[config.mk]
export PLATFORM = sky130hd
export DESIGN_NAME = debounced_edge_counter
export DESIGN_NICKNAME = d
export VERILOG_FILES = /design/src/hdl/dec_pkg.sv /design/src/hdl/debounced_edge_counter.sv
export SDC_FILE = /design/constraint.sdc
export NUM_CORES = 1
export LEC_CHECK = 0
export BUFFER_PORTS_ARGS = -buffer_cell sky130_fd_sc_hd__buf_2
export CAP_MARGIN = 20
export CORE_UTILIZATION = 31
export CTS_CLUSTER_SIZE = 30
export DETAILED_ROUTE_END_ITERATION = 10
export GPL_ROUTABILITY_DRIVEN = 1
export PLACE_DENSITY_LB_ADDON = 0.25
export SLEW_MARGIN = 20
export SYNTH_ARGS = -nofsm -noshare
export SYNTH_HDL_FRONTEND = slang
export SYNTH_SLANG_ARGS = --single-unit
[constraint.sdc]
create_clock -name clk -period 7.4 [get_ports clk]
set_clock_uncertainty 0.2 [all_clocks]
set_input_delay 0.74 -clock clk [delete_from_list [all_inputs] [get_ports clk]]
set_output_delay 0.74 -clock clk [all_outputs]
set_load 0.005 [all_outputs]
[src/hdl/dec_pkg.sv]
`timescale 1ns / 1ps

package dec_pkg;

    localparam int OUT_WIDTH       = 32;
    localparam int NUM_CH          = 2;
    localparam int EDGE_WIDTH      = 2;
    localparam int DEB_WIDTH       = 8;
    localparam int CFG_INDEX_WIDTH = 3;
    localparam int CFG_DATA_WIDTH  = 8;

    localparam logic [DEB_WIDTH-1:0] DEBOUNCE_RESET = 8'd100;
    localparam logic [NUM_CH-1:0]    DIR_RESET      = 2'b11;

    typedef enum logic [EDGE_WIDTH-1:0] {
        EDGE_RISING  = 2'd0,
        EDGE_FALLING = 2'd1,
        EDGE_BOTH    = 2'd2
    } edge_kind_t;

    typedef enum logic [CFG_INDEX_WIDTH-1:0] {
        REG_EDGE_A   = 3'd0,
        REG_EDGE_B   = 3'd1,
        REG_DEB_A    = 3'd2,
        REG_DEB_B    = 3'd3,
        REG_DIR_MASK = 3'd4
    } cfg_reg_t;

    function automatic logic edge_match(input logic [EDGE_WIDTH-1:0] kind, input logic level);
        logic hit;
        unique case (kind)
            EDGE_RISING:  hit = level;
            EDGE_FALLING: hit = !level;
            EDGE_BOTH:    hit = 1'b1;
            default:      hit = 1'b0;
        endcase
        return hit;
    endfunction

endpackage

[src/hdl/debounced_edge_counter.sv]
`timescale 1ns / 1ps
// A result is registered, valid in the cycle after its request is accepted. Throughput:
// one request per cycle while out_ready is high; output frees in the cycle it is taken.
// Reset (rst_n low, asynchronous): counts and hold-off clear, stored levels go high,
// the arm flag drops, edge kinds go to rising, debounce to 100, both channels to input.
module debounced_edge_counter #(
    parameter int COUNT_WIDTH = 32
) (
    input  logic                                  clk,
    input  logic                                  rst_n,
    input  logic                                  in_valid,
    output logic                                  in_ready,
    input  logic [dec_pkg::NUM_CH-1:0]            pin_levels,
    input  logic                                  int_active,
    input  logic [dec_pkg::NUM_CH-1:0]            clear_count,
    output logic                                  out_valid,
    input  logic                                  out_ready,
    output logic [dec_pkg::OUT_WIDTH-1:0]         count_a,
    output logic [dec_pkg::OUT_WIDTH-1:0]         count_b,
    input  logic                                  cfg_we,
    input  logic [dec_pkg::CFG_INDEX_WIDTH-1:0]   cfg_index,
    input  logic [dec_pkg::CFG_DATA_WIDTH-1:0]    cfg_data
);

    localparam int NCH  = dec_pkg::NUM_CH;
    localparam int OW   = dec_pkg::OUT_WIDTH;
    localparam int DW   = dec_pkg::DEB_WIDTH;
    localparam int EW   = dec_pkg::EDGE_WIDTH;

    logic [EW-1:0]          edge_type_reg [NCH];
    logic [EW-1:0]          edge_type_next [NCH];
    logic [DW-1:0]          debounce_reg [NCH];
    logic [DW-1:0]          debounce_next [NCH];
    logic [NCH-1:0]         dir_reg;
    logic [NCH-1:0]         dir_next;
    logic [DW-1:0]          hold_reg [NCH];
    logic [DW-1:0]          hold_next [NCH];
    logic [NCH-1:0]         last_reg;
    logic [NCH-1:0]         last_next;
    logic [COUNT_WIDTH-1:0] total_reg [NCH];
    logic [COUNT_WIDTH-1:0] total_next [NCH];
    logic [COUNT_WIDTH-1:0] total_step [NCH];
    logic                   armed_reg;
    logic                   armed_next;
    logic                   out_valid_reg;
    logic                   out_valid_next;
    logic [OW-1:0]          count_a_reg;
    logic [OW-1:0]          count_b_reg;
    logic [OW-1:0]          count_a_next;
    logic [OW-1:0]          count_b_next;
    logic [OW+COUNT_WIDTH-1:0] ext_a;
    logic [OW+COUNT_WIDTH-1:0] ext_b;
    logic                   accept;

    assign in_ready  = !out_valid_reg || out_ready;
    assign accept    = in_valid && in_ready;
    assign out_valid = out_valid_reg;
    assign count_a   = count_a_reg;
    assign count_b   = count_b_reg;

    always_comb
    begin
        logic [DW-1:0] hold_dec;
        hold_dec       = '0;
        armed_next     = armed_reg;
        dir_next       = dir_reg;
        last_next      = last_reg;
        out_valid_next = out_valid_reg && !out_ready;
        for (int ch = 0; ch < NCH; ch++)
        begin
            edge_type_next[ch] = edge_type_reg[ch];
            debounce_next[ch]  = debounce_reg[ch];
            hold_next[ch]      = hold_reg[ch];
            total_next[ch]     = total_reg[ch];
            total_step[ch]     = total_reg[ch];
        end

        if (accept)
        begin
            armed_next     = armed_reg || int_active;
            out_valid_next = 1'b1;
            for (int ch = 0; ch < NCH; ch++)
            begin
                hold_dec = (hold_reg[ch] != '0) ? hold_reg[ch] - DW'(1) : hold_reg[ch];
                hold_next[ch] = hold_dec;
                if (armed_next && hold_dec == '0 && dir_reg[ch] &&
                    pin_levels[ch] != last_reg[ch])
                begin
                    last_next[ch] = pin_levels[ch];
                    hold_next[ch] = debounce_reg[ch];
                    if (dec_pkg::edge_match(edge_type_reg[ch], pin_levels[ch]))
                    begin
                        total_step[ch] = total_reg[ch] + COUNT_WIDTH'(1);
                    end
                end
                total_next[ch] = clear_count[ch] ? '0 : total_step[ch];
            end
        end

        if (cfg_we)
        begin
            unique case (dec_pkg::cfg_reg_t'(cfg_index))
                dec_pkg::REG_EDGE_A:
                begin
                    edge_type_next[0] = cfg_data[EW-1:0];
                    total_next[0]     = '0;
                end
                dec_pkg::REG_EDGE_B:
                begin
                    edge_type_next[1] = cfg_data[EW-1:0];
                    total_next[1]     = '0;
                end
                dec_pkg::REG_DEB_A:
                begin
                    debounce_next[0] = cfg_data[DW-1:0];
                    total_next[0]    = '0;
                end
                dec_pkg::REG_DEB_B:
                begin
                    debounce_next[1] = cfg_data[DW-1:0];
                    total_next[1]    = '0;
                end
                dec_pkg::REG_DIR_MASK:
                begin
                    dir_next = cfg_data[NCH-1:0];
                end
                default:
                begin
                end
            endcase
        end
    end

    assign ext_a = {{OW{1'b0}}, total_step[0]};
    assign ext_b = {{OW{1'b0}}, total_step[1]};

    always_comb
    begin
        count_a_next = count_a_reg;
        count_b_next = count_b_reg;
        if (accept)
        begin
            count_a_next = ext_a[OW-1:0];
            count_b_next = ext_b[OW-1:0];
        end
    end

    always_ff @(posedge clk or negedge rst_n)
    begin
        if (!rst_n)
        begin
            armed_reg     <= 1'b0;
            dir_reg       <= dec_pkg::DIR_RESET;
            last_reg      <= '1;
            out_valid_reg <= 1'b0;
            for (int ch = 0; ch < NCH; ch++)
            begin
                edge_type_reg[ch] <= dec_pkg::EDGE_RISING;
                debounce_reg[ch]  <= dec_pkg::DEBOUNCE_RESET;
                hold_reg[ch]      <= '0;
                total_reg[ch]     <= '0;
            end
        end
        else
        begin
            armed_reg     <= armed_next;
            dir_reg       <= dir_next;
            last_reg      <= last_next;
            out_valid_reg <= out_valid_next;
            for (int ch = 0; ch < NCH; ch++)
            begin
                edge_type_reg[ch] <= edge_type_next[ch];
                debounce_reg[ch]  <= debounce_next[ch];
                hold_reg[ch]      <= hold_next[ch];
                total_reg[ch]     <= total_next[ch];
            end
        end
    end

    always_ff @(posedge clk)
    begin
        count_a_reg <= count_a_next;
        count_b_reg <= count_b_next;
    end

endmodule

==> results of run 1 <==
cells by family (layout without fill, tap and decap cells):
group           Yosys count  count (layout)
buf+inv                  69             143
mux                      34              34
xor+xnor                 66              66
fa+ha+maj                 6               6
simple gates            436             436
compound gates          164             164
flops                   170             170
worst max-delay path by stage:
| stage | startpoint | cells after the start | endpoint |
|---|---|---|---|
| 3_3_place_gp | out_ready | 11 | total_reg[60]$_DFF_PN0_ |
| 5_1_grt | hold_reg[0]$_DFFE_PN0P_ | 9 | total_reg[7]$_DFF_PN0_ |
| 6_report | hold_reg[2]$_DFFE_PN0P_ | 7 | total_reg[7]$_DFF_PN0_ |
| 3_5_place_dp | out_ready | 11 | total_reg[60]$_DFF_PN0_ |
| 4_1_cts | hold_reg[2]$_DFFE_PN0P_ | 7 | count_b[1]$_DFFE_PP_ |
| 2_1_floorplan | out_ready | 7 | hold_reg[3]$_DFFE_PN0P_ |
cell usage after synthesis, types with 7 or more instances:
cell	number	share of area [%]
a21o_1	8	0.64
a21oi_1	33	1.8
a31o_2	8	0.75
a31oi_1	13	0.87
and2_1	9	0.60
and3_1	22	1.5
and4_1	10	0.94
buf_1	7	0.28
clkbuf_1	44	1.8
dfrtp_1	96	26
dfstp_2	10	2.8
edfxtp_1	64	21
inv_1	10	0.40
mux2_2	25	3.0
mux2i_1	9	0.97
nand2_1	111	4.5
nand2b_1	12	0.81
nand3_1	66	3.5
nand4_1	24	1.6
nor2_1	68	2.7
nor3_1	31	1.7
nor4_1	15	1.0
o211ai_1	11	0.89
o21ai_0	33	1.8
or3_1	14	0.94
or4_1	16	1.3
xnor2_1	41	3.9
xor2_1	25	2.4
through the flow:
| step | area, µm² | total power [mW] | util (%) |
|---|---|---|---|
| floorplan | 9315 | 1.544 | - |
| global placement | 10130 | 1.699 | 34.17 |
| detailed placement | 10130 | 1.702 | 34.17 |
| CTS | 10720 | 2.636 | 36.17 |
| global route | 10720 | 2.744 | 36.17 |
| finish | 10720 | 2.611 | 36.17 |
power groups by stage:
stage,clock [mW],sequential (mW),combinational (mW)
final,0.926,1.17,0.516
after floorplan,0,1.16,0.388
after detailed placement,0,1.19,0.515
after CTS,0.950,1.17,0.519
after global routing,0.981,1.18,0.580
after global placement,0,1.18,0.515
cell type report:
| cell class | count | area [µm²] |
|---|---|---|
| Fill cell | 3073 | 18920 |
| Sequential cell | 170 | 4587 |
| Multi-Input combinational cell | 706 | 4472 |
| Timing Repair Buffer | 100 | 538.0 |
| Tap cell | 390 | 488.0 |
| Clock buffer | 17 | 425.4 |
| Clock inverter | 15 | 167.7 |
| Inverter | 11 | 42.54 |
metal layers:
metal,GRT usage [%],part of all wire [%],vias up
met5,0,0,-
li1,-,-,3639
met3,2.922,4.9,20
met2,24.36,43,193
met1,24.46,51,3679
met4,4.384,1.2,0
critical path: cells and delay by family, from the launching register on:
kind,cells,cell delay (ns)
AO/OA/AOI/OAI,2,1.03
buffers and inverters,1,0.28
flip-flops,1,0.47
AND/OR/NAND/NOR,4,1.56
cells in the final DEF (no fill, tap or decap), drive strengths merged, types with 8 or more instances in the layout:
cell    count
and2        9
nand2b     12
nor4       18
buf       100
and3       22
a31oi      13
nor2       68
edfxtp     64
mux2i       9
or3        15
nand3      66
xnor2      41
nand4      25
a21oi      33
nor3       33
dfrtp      96
o21ai      34
a31o        8
o211ai     11
clkbuf     17
and4       10
xor2       25
mux2       25
nand2     111
or4        16
a21o        8
inv        21
dfstp      10
==> flow_metrics.tcl, run 1 <==
set metrics [dict create \
    outcome "completed" \
    antenna_cells 0 \
    max_cap_violations 0 \
    layout-drive-gt1-share_pct 19.04 \
    holdWs_ns 0.1156 \
    seqPwrFrac_pct 44.8 \
    rsz0062_at_grt "no" \
    fin_setup_tns_ns 0 \
    cts_sinks 170 \
    cts_buffer_depth 2 \
    synth.yosys.seq_area_share_pct 49.24 \
    path_max_fanout 8 \
    portBuffers 86 \
    rows 63 \
    cts.clk_slew.worst_paths_ns 0.08 \
    vdd_drop_max_mv 0.1622 \
    synth_xor_area_share_pct 6.206 \
    area_growth_pct 15.08 \
    largest_reg_flops 64 \
    dpl.cell_count 1377 \
    fmax_ghz 0.2757 \
    drt_iter0_markers 652 \
    crit_path_start_kind "flop" \
    die_w_um 175.3 \
    dr.pass1.iters 5 \
    end_kind "flop" \
    syn-cell-area_um2 9315 \
    slew_headroom_pct 36.31 \
    synth_cell_types 75 \
    reg2reg_depth 7 \
    wl_um 24620 \
    wl_per_cell_um 17.47 \
    power_density_nw_per_um2 243.5 \
    arrival_ns 3.78 \
    grt_use_total_pct 16.45 \
    hold_violations 0 \
    reg2reg_from "hold_reg[2]$_DFFE_PN0P_" \
    r2r_setup_slack_ns 3.77 \
    maxSlewViolCount 0 \
    synth-simple-area-share_pct 24.69 \
    period_share_pct 49.01 \
    hp-class "in2async" \
    start_util_pct 31.43 \
    path_cells "or3_4 -> nor4_1 -> nand2_1 -> a2111oi_2 -> buf_4 -> nand3b_1 -> a21oi_1" \
    synth_top_family_by_area "simple AND/OR/NAND/NOR gates" \
    cts-resized-gates 0 \
    synth_nets 972 \
    drt_drc_violations_left 0 \
    cts_buffers 17 \
    muxShareOfSynthArea_pct 3.989 \
    critPathSlowestCell "a2111oi_2" \
    dieHeight_um 175.3 \
    required_ns 7.56 \
    dp_hpwl_um 16840 \
    ys_warn_count 0 \
    cts_tree "built" \
    grt_pass1_wl_um 39730 \
    stdcell_count 1409 \
    die_area_um2 30750 \
    comb_power_share_pct 19.8 \
    p_sw_share_pct 33.07 \
    setup_viol 0 \
    fin_nets 1033 \
    grt_pass1_vias 7006 \
    synth_compound_area_share_pct 12.13 \
    clkLatencyLatePin_ns 0.45 \
    cts-root-buf "clkbuf_16" \
    tightest_slew_ns 0.9466 \
    clkPwrFrac_pct 35.5 \
    synth_edf_count 64 \
    antenna_found_initial 0 \
    via_count 7531 \
    grt_max_degree 67 \
    cts.hold.buffers_added 0 \
    cpPeakStageDelay_ns 0.88 \
    worstSetupPathType "reg2reg" \
    regToRegEndpoint "total_reg[7]$_DFF_PN0_" \
    p_switching_uw 863.3 \
    async_flop_share_pct 62.35 \
    setup_ws_ns 3.773 \
    core_um2 29640 \
    place_congestion 0.8546 \
    cts_max_level 4 \
    min_period_ns 3.627 \
    ys_ff_latch 170 \
    pre_cts_slack_ns 3.611 \
    synth_cells 945 \
    internal_power_mw 1.747 \
    synthAdderAreaFrac_pct 0.8059 \
    vias_per_cell 5.345 \
    io-pin-count 87 \
    leakagePower_nw 4.257 \
    syn_avg_cell_area_um2 9.857 \
    synth_top_flop_cell "dfrtp_1" \
    grt_overflow 0 \
    cts_setup_buffers 0 \
    postRouteAntennaNets 0 \
]
Note: power is estimated with default switching activity, not from simulation.
==> inputs of run 2 (changes only) <==
clock period = 3.6 ns   (was 7.4 ns; I/O delays follow)
==> run 2 against run 1 <==
  * The run now ends with design-rule violations left
  * Count of clock-buffer cells in the layout is 3 higher
  * Global-route usage increased by 0.075 points
  * Clock power up 94%
  * Hold slack worse by 0.090 ns
  * Critical path type unchanged
==> flow_metrics.tcl, run 2 (synthesized netlist as in run 1, its figures left out) <==
set metrics [dict create \
    outcome "finished with violations" \
    violations "design-rule violations" \
    drt_drc_violations_left 2 \
    antenna_found_initial 0 \
    die_w_um 175.3 \
    cts_sinks 170 \
    min_period_ns 3.350 \
    vias_per_cell 5.297 \
    cts_setup_buffers 0 \
    arrival_ns 3.33 \
    multi_input_area_um2 4481 \
    setup_viol 0 \
    hp-class "in2reg" \
    cts_max_level 4 \
    die_area_um2 30750 \
    cts-root-buf "clkbuf_16" \
    min_to "out_valid$_DFF_PN0_" \
    largest_reg_flops 64 \
    cts_buffer_depth 2 \
    fin_nets 1059 \
    power_mw 5.313 \
    antenna_cells 0 \
    clkLatencyLatePin_ns 0.45 \
    cts_buffers 17 \
    dieHeight_um 175.3 \
    wl_um 24600 \
    grt_overflow 0 \
    required_ns 3.58 \
    reg2reg_depth 6 \
    io-pin-count 87 \
    final_common_cell "nand2_1" \
    grt_max_degree 67 \
    dp_hpwl_um 17360 \
    end_kind "flop" \
    clkPwrFrac_pct 33.9 \
    via_count 7601 \
    dr.pass1.iters 8 \
    layout.area.seq_um2 4587 \
    worstSetupPathType "reg2reg" \
    hold_violations 0 \
    maxSlewViolCount 0 \
    slew_headroom_pct 40.12 \
    start_util_pct 31.43 \
    internal_power_mw 3.593 \
    postRouteAntennaNets 0 \
    layout-drive-gt1-share_pct 20.10 \
    fillers 3015 \
    min-delay-start "out_ready" \
    core_um2 29640 \
    min_delay_path_depth 3 \
    crit_path_start_kind "flop" \
    grt_pass1_wl_um 39870 \
    reg2reg_from "hold_reg[13]$_DFFE_PN0P_" \
    comb_power_share_pct 21.0 \
    crit_start "hold_reg[13]$_DFFE_PN0P_" \
    fmax_ghz 0.2985 \
    seqPwrFrac_pct 45.0 \
    final_cell_mix "nand2_1 (111), dfrtp_1 (96), buf_2 (85), nor2_1 (68), nand3_1 (66)" \
    path_max_fanout 14 \
    period_share_pct 93.05 \
    grt_use_total_pct 16.52 \
    drt_iter0_markers 588 \
    p_sw_share_pct 32.38 \
    p_switching_mw 1.720 \
    place_congestion 0.8288 \
    cts.clk_slew.worst_paths_ns 0.08 \
    rsz0062_at_grt "no" \
    tightest_slew_ns 0.8933 \
    max_cap_violations 0 \
    grt_pass1_vias 7252 \
    r2r_setup_slack_ns 0.25 \
    portBuffers 86 \
    vdd_drop_max_mv 0.2993 \
    regToRegEndpoint "count_a[11]$_DFFE_PP_" \
    area_growth_pct 17.49 \
    wl_per_cell_um 17.14 \
    rows 63 \
    power_density_nw_per_um2 485.5 \
    leakagePower_nw 4.387 \
    cts_tree "built" \
    fin_setup_tns_ns 0 \
]
==> run 2: metrics by stage <==
stage / std cells / worst slack, ns / hold WS [ns] / utilization, % / cell area [µm²]
after global routing: 1435 / 0.05903 / 0.03484 / 36.93 / 10940
after detailed placement: 1393 / 0.2667 / 0.2184 / 34.66 / 10270
final: 1435 / 0.2501 / 0.02590 / 36.93 / 10940
after global placement: 1393 / 0.2819 / 0.2243 / 34.66 / 10270
after CTS: 1435 / 0.2470 / 0.01466 / 36.90 / 10940
after floorplan: 945 / 0.5220 / -0.1356 / - / 9323
==> run 2: worst max-delay path by stage <==
| stage | end | depth (start not counted) |
|---|---|---|
| after global placement | count_a[11]$_DFFE_PP_ | 6 |
| after detailed placement | count_a[11]$_DFFE_PP_ | 6 |
| after floorplan | total_reg[48]$_DFF_PN0_ | 9 |
| final | count_a[11]$_DFFE_PP_ | 6 |
| after global routing | count_a[11]$_DFFE_PP_ | 6 |
| after CTS | count_a[11]$_DFFE_PP_ | 6 |
==> run 2: per-layer routing <==
layer  track usage [%]  part of all wire (%)
met5                 0                     0
met4             5.109                   1.2
met3             2.684                   4.1
met2             24.85                    44
met1             24.13                    50
==> run 2: power by group through the flow <==
stage                     combinational [mW]  clock [mW]  sequential (mW)
after global placement                  1.08           0             2.43
after detailed placement                1.10           0             2.43
after CTS                               1.11        1.85             2.39
after floorplan                        0.797           0             2.38
final                                   1.12        1.80             2.39
after global routing                    1.25        1.92             2.43
==> run 2: cell type report <==
type	count	area share, %
Tap cell	390	4.459
Timing Repair Buffer	126	7.157
Inverter	11	0.3887
Sequential cell	170	41.91
Clock inverter	12	0.9603
Multi-Input combinational cell	706	40.94
Clock buffer	20	4.184
==> run 2: worst max-delay path, stage by stage (launching register included) <==
cell	delay (ns)
dfrtp_1	0.45
or4_1	0.66
or3_1	0.38
o31a_1	0.23
nor3_2	0.76
nand4_1	0.24
xnor2_1	0.18
==> run 2: timing repair <==
item / CTS / global route
hold buffers: 10 / 0
hold endpoints to repair: 55 / 0
resized for setup: 0 / 1
endpoints found under the setup margin: 0 / 1
==> inputs of run 3 (changes only) <==
SETUP_SLACK_MARGIN = 0.4   (was not set)
==> run 3 against run 2 <==
  * The flow still finishes with violations (design-rule violations)
  * Register-to-register slack better by 0.26 ns
  * Non-clock buffer count is 3 higher
  * Largest power group unchanged
  * Combinational power rose by 4%
  * Sequential power barely moved
  * Critical endpoint is now total_reg[48]$_DFF_PN0_
  * Clock power barely moved
==> flow_metrics.tcl, run 3 (synthesized netlist as in run 1, its figures left out) <==
set metrics [dict create \
    cts_max_level 4 \
    cts_tree "built" \
    place_congestion 0.8288 \
    antenna_found_initial 0 \
    fin_setup_tns_ns 0 \
    core_um2 29640 \
    max_cap_violations 0 \
    internal_power_mw 3.615 \
    stdcell_count 1438 \
    rsz0062_at_grt "yes" \
    holdWs_ns 0.02732 \
    regToRegEndpoint "total_reg[48]$_DFF_PN0_" \
    arrival_ns 3.25 \
    io-pin-count 87 \
    antenna_cells 0 \
    crit_path_start_kind "flop" \
    hp-class "in2reg" \
    cts-root-buf "clkbuf_16" \
    worstSetupPathType "reg2reg" \
    cts_buffers 17 \
    start_util_pct 31.43 \
    comb_power_share_pct 21.6 \
    r2r_setup_slack_ns 0.51 \
    grt_use_total_pct 16.54 \
    portBuffers 86 \
    vdd_drop_max_mv 0.2997 \
    end_kind "flop" \
    postRouteAntennaNets 0 \
    vias_per_cell 5.306 \
    die_area_um2 30750 \
    area_growth_pct 18.25 \
    tightest_slew_ns 0.8571 \
    required_ns 3.75 \
    power_density_nw_per_um2 487.1 \
    grt_pass1_wl_um 39920 \
    via_count 7630 \
    largest_reg_flops 64 \
    dpl.cell_count 1393 \
    min_delay_path_depth 3 \
    utilization_pct 37.17 \
    setup_ws_ns 0.5061 \
    grt_overflow 0 \
    setup_viol 0 \
    layout-drive-gt1-share_pct 21.18 \
    cts_buffer_depth 2 \
    fin_nets 1062 \
    dp_hpwl_um 17360 \
    leakagePower_nw 4.425 \
    outcome "finished with violations" \
    fmax_ghz 0.3232 \
    final_common_cell "nand2_1" \
    dr.pass1.iters 9 \
    rows 63 \
    grt_max_degree 67 \
    cts_sinks 170 \
    drt_iter0_markers 615 \
    wl_um 24640 \
    cts.clk_slew.worst_paths_ns 0.08 \
    violations "design-rule violations" \
    reg2reg_from "hold_reg[13]$_DFFE_PN0P_" \
    slew_headroom_pct 42.86 \
    hold_violations 0 \
    wl_per_cell_um 17.13 \
    final_cell_mix "nand2_1 (111), dfrtp_1 (96), buf_2 (85), nor2_1 (67), nand3_1 (66)" \
    clkPwrFrac_pct 33.6 \
    grt_pass1_vias 7280 \
    min_period_ns 3.094 \
    endpoint "total_reg[48]$_DFF_PN0_" \
    period_share_pct 85.94 \
    die_w_um 175.3 \
    seqPwrFrac_pct 44.7 \
    pre_cts_slack_ns 0.2667 \
    path_max_fanout 8 \
    maxSlewViolCount 0 \
    clkLatencyLatePin_ns 0.44 \
    dieHeight_um 175.3 \
    p_switching_mw 1.751 \
    reg2reg_depth 6 \
    crit_start "hold_reg[13]$_DFFE_PN0P_" \
    p_sw_share_pct 32.63 \
    drt_drc_violations_left 2 \
]
-- run 3: cell types whose count changed in the layout (fill, tap and decap cells not counted), sizes merged --
cell and change:
buf +3
-- run 3: worst min-delay path by stage --
| stage | start | to | slack (ns) |
|---|---|---|---|
| CTS | out_ready | out_valid$_DFF_PN0_ | 0.01 |
| finish | out_ready | out_valid$_DFF_PN0_ | 0.03 |
| global placement | rst_n | total_reg[58]$_DFF_PN0_ | 0.22 |
| detailed placement | rst_n | total_reg[58]$_DFF_PN0_ | 0.22 |
| floorplan | rst_n | armed_reg$_DFFE_PN0P_ | -0.14 |
| global route | pin_levels[0] | last_reg[0]$_DFFE_PN1P_ | 0.03 |
-- run 3: worst max-delay path, cell delays in order, from the launching register on --
cell	delay, ns
dfrtp_1	0.45
or4_4	0.59
or3_1	0.35
o31a_2	0.20
or4_4	0.60
or4_1	0.48
mux2i_1	0.14
-- run 3: what timing repair did --
item                                    CTS  global route
setup buffers                             3             0
pin swaps                                 1             1
hold endpoints to repair                 55             0
hold buffers                             10             0
endpoints found under the setup margin   15            72
gates cloned                              0             0
resized for setup                         1            13
-- run 3: final cells by class --
class                      count  area (µm²)
clock buffer                  20       457.9
clock inverter                12       105.1
fill                        3008       18620
inverter                      11       42.54
multi-input combinational    706        4529
sequential                   170        4587
tap                          390       488.0
timing repair buffer         129       805.8
-- run 3: metal layers --
metal	GRT usage (%)	vias up	part of all wire [%]
li1	-	3695	-
met5	0	-	0
met4	5.290	0	1.5
met3	2.706	25	4.2
met1	24.09	3731	50
met2	24.85	179	44
-- run 3: power groups by stage --
stage	combinational, mW	clock, mW	sequential [mW]
4_1_cts	1.12	1.85	2.39
6_report	1.16	1.80	2.40
5_1_grt	1.29	1.92	2.44
3_5_place_dp	1.10	0	2.43
3_3_place_gp	1.08	0	2.43
2_1_floorplan	0.797	0	2.38
-- run 3: stage by stage --
step	cell area [µm²]	power (mW)
after floorplan	9323	3.174
after global placement	10270	3.511
after detailed placement	10270	3.527
after CTS	10960	5.360
after global routing	11020	5.654
final	11020	5.365
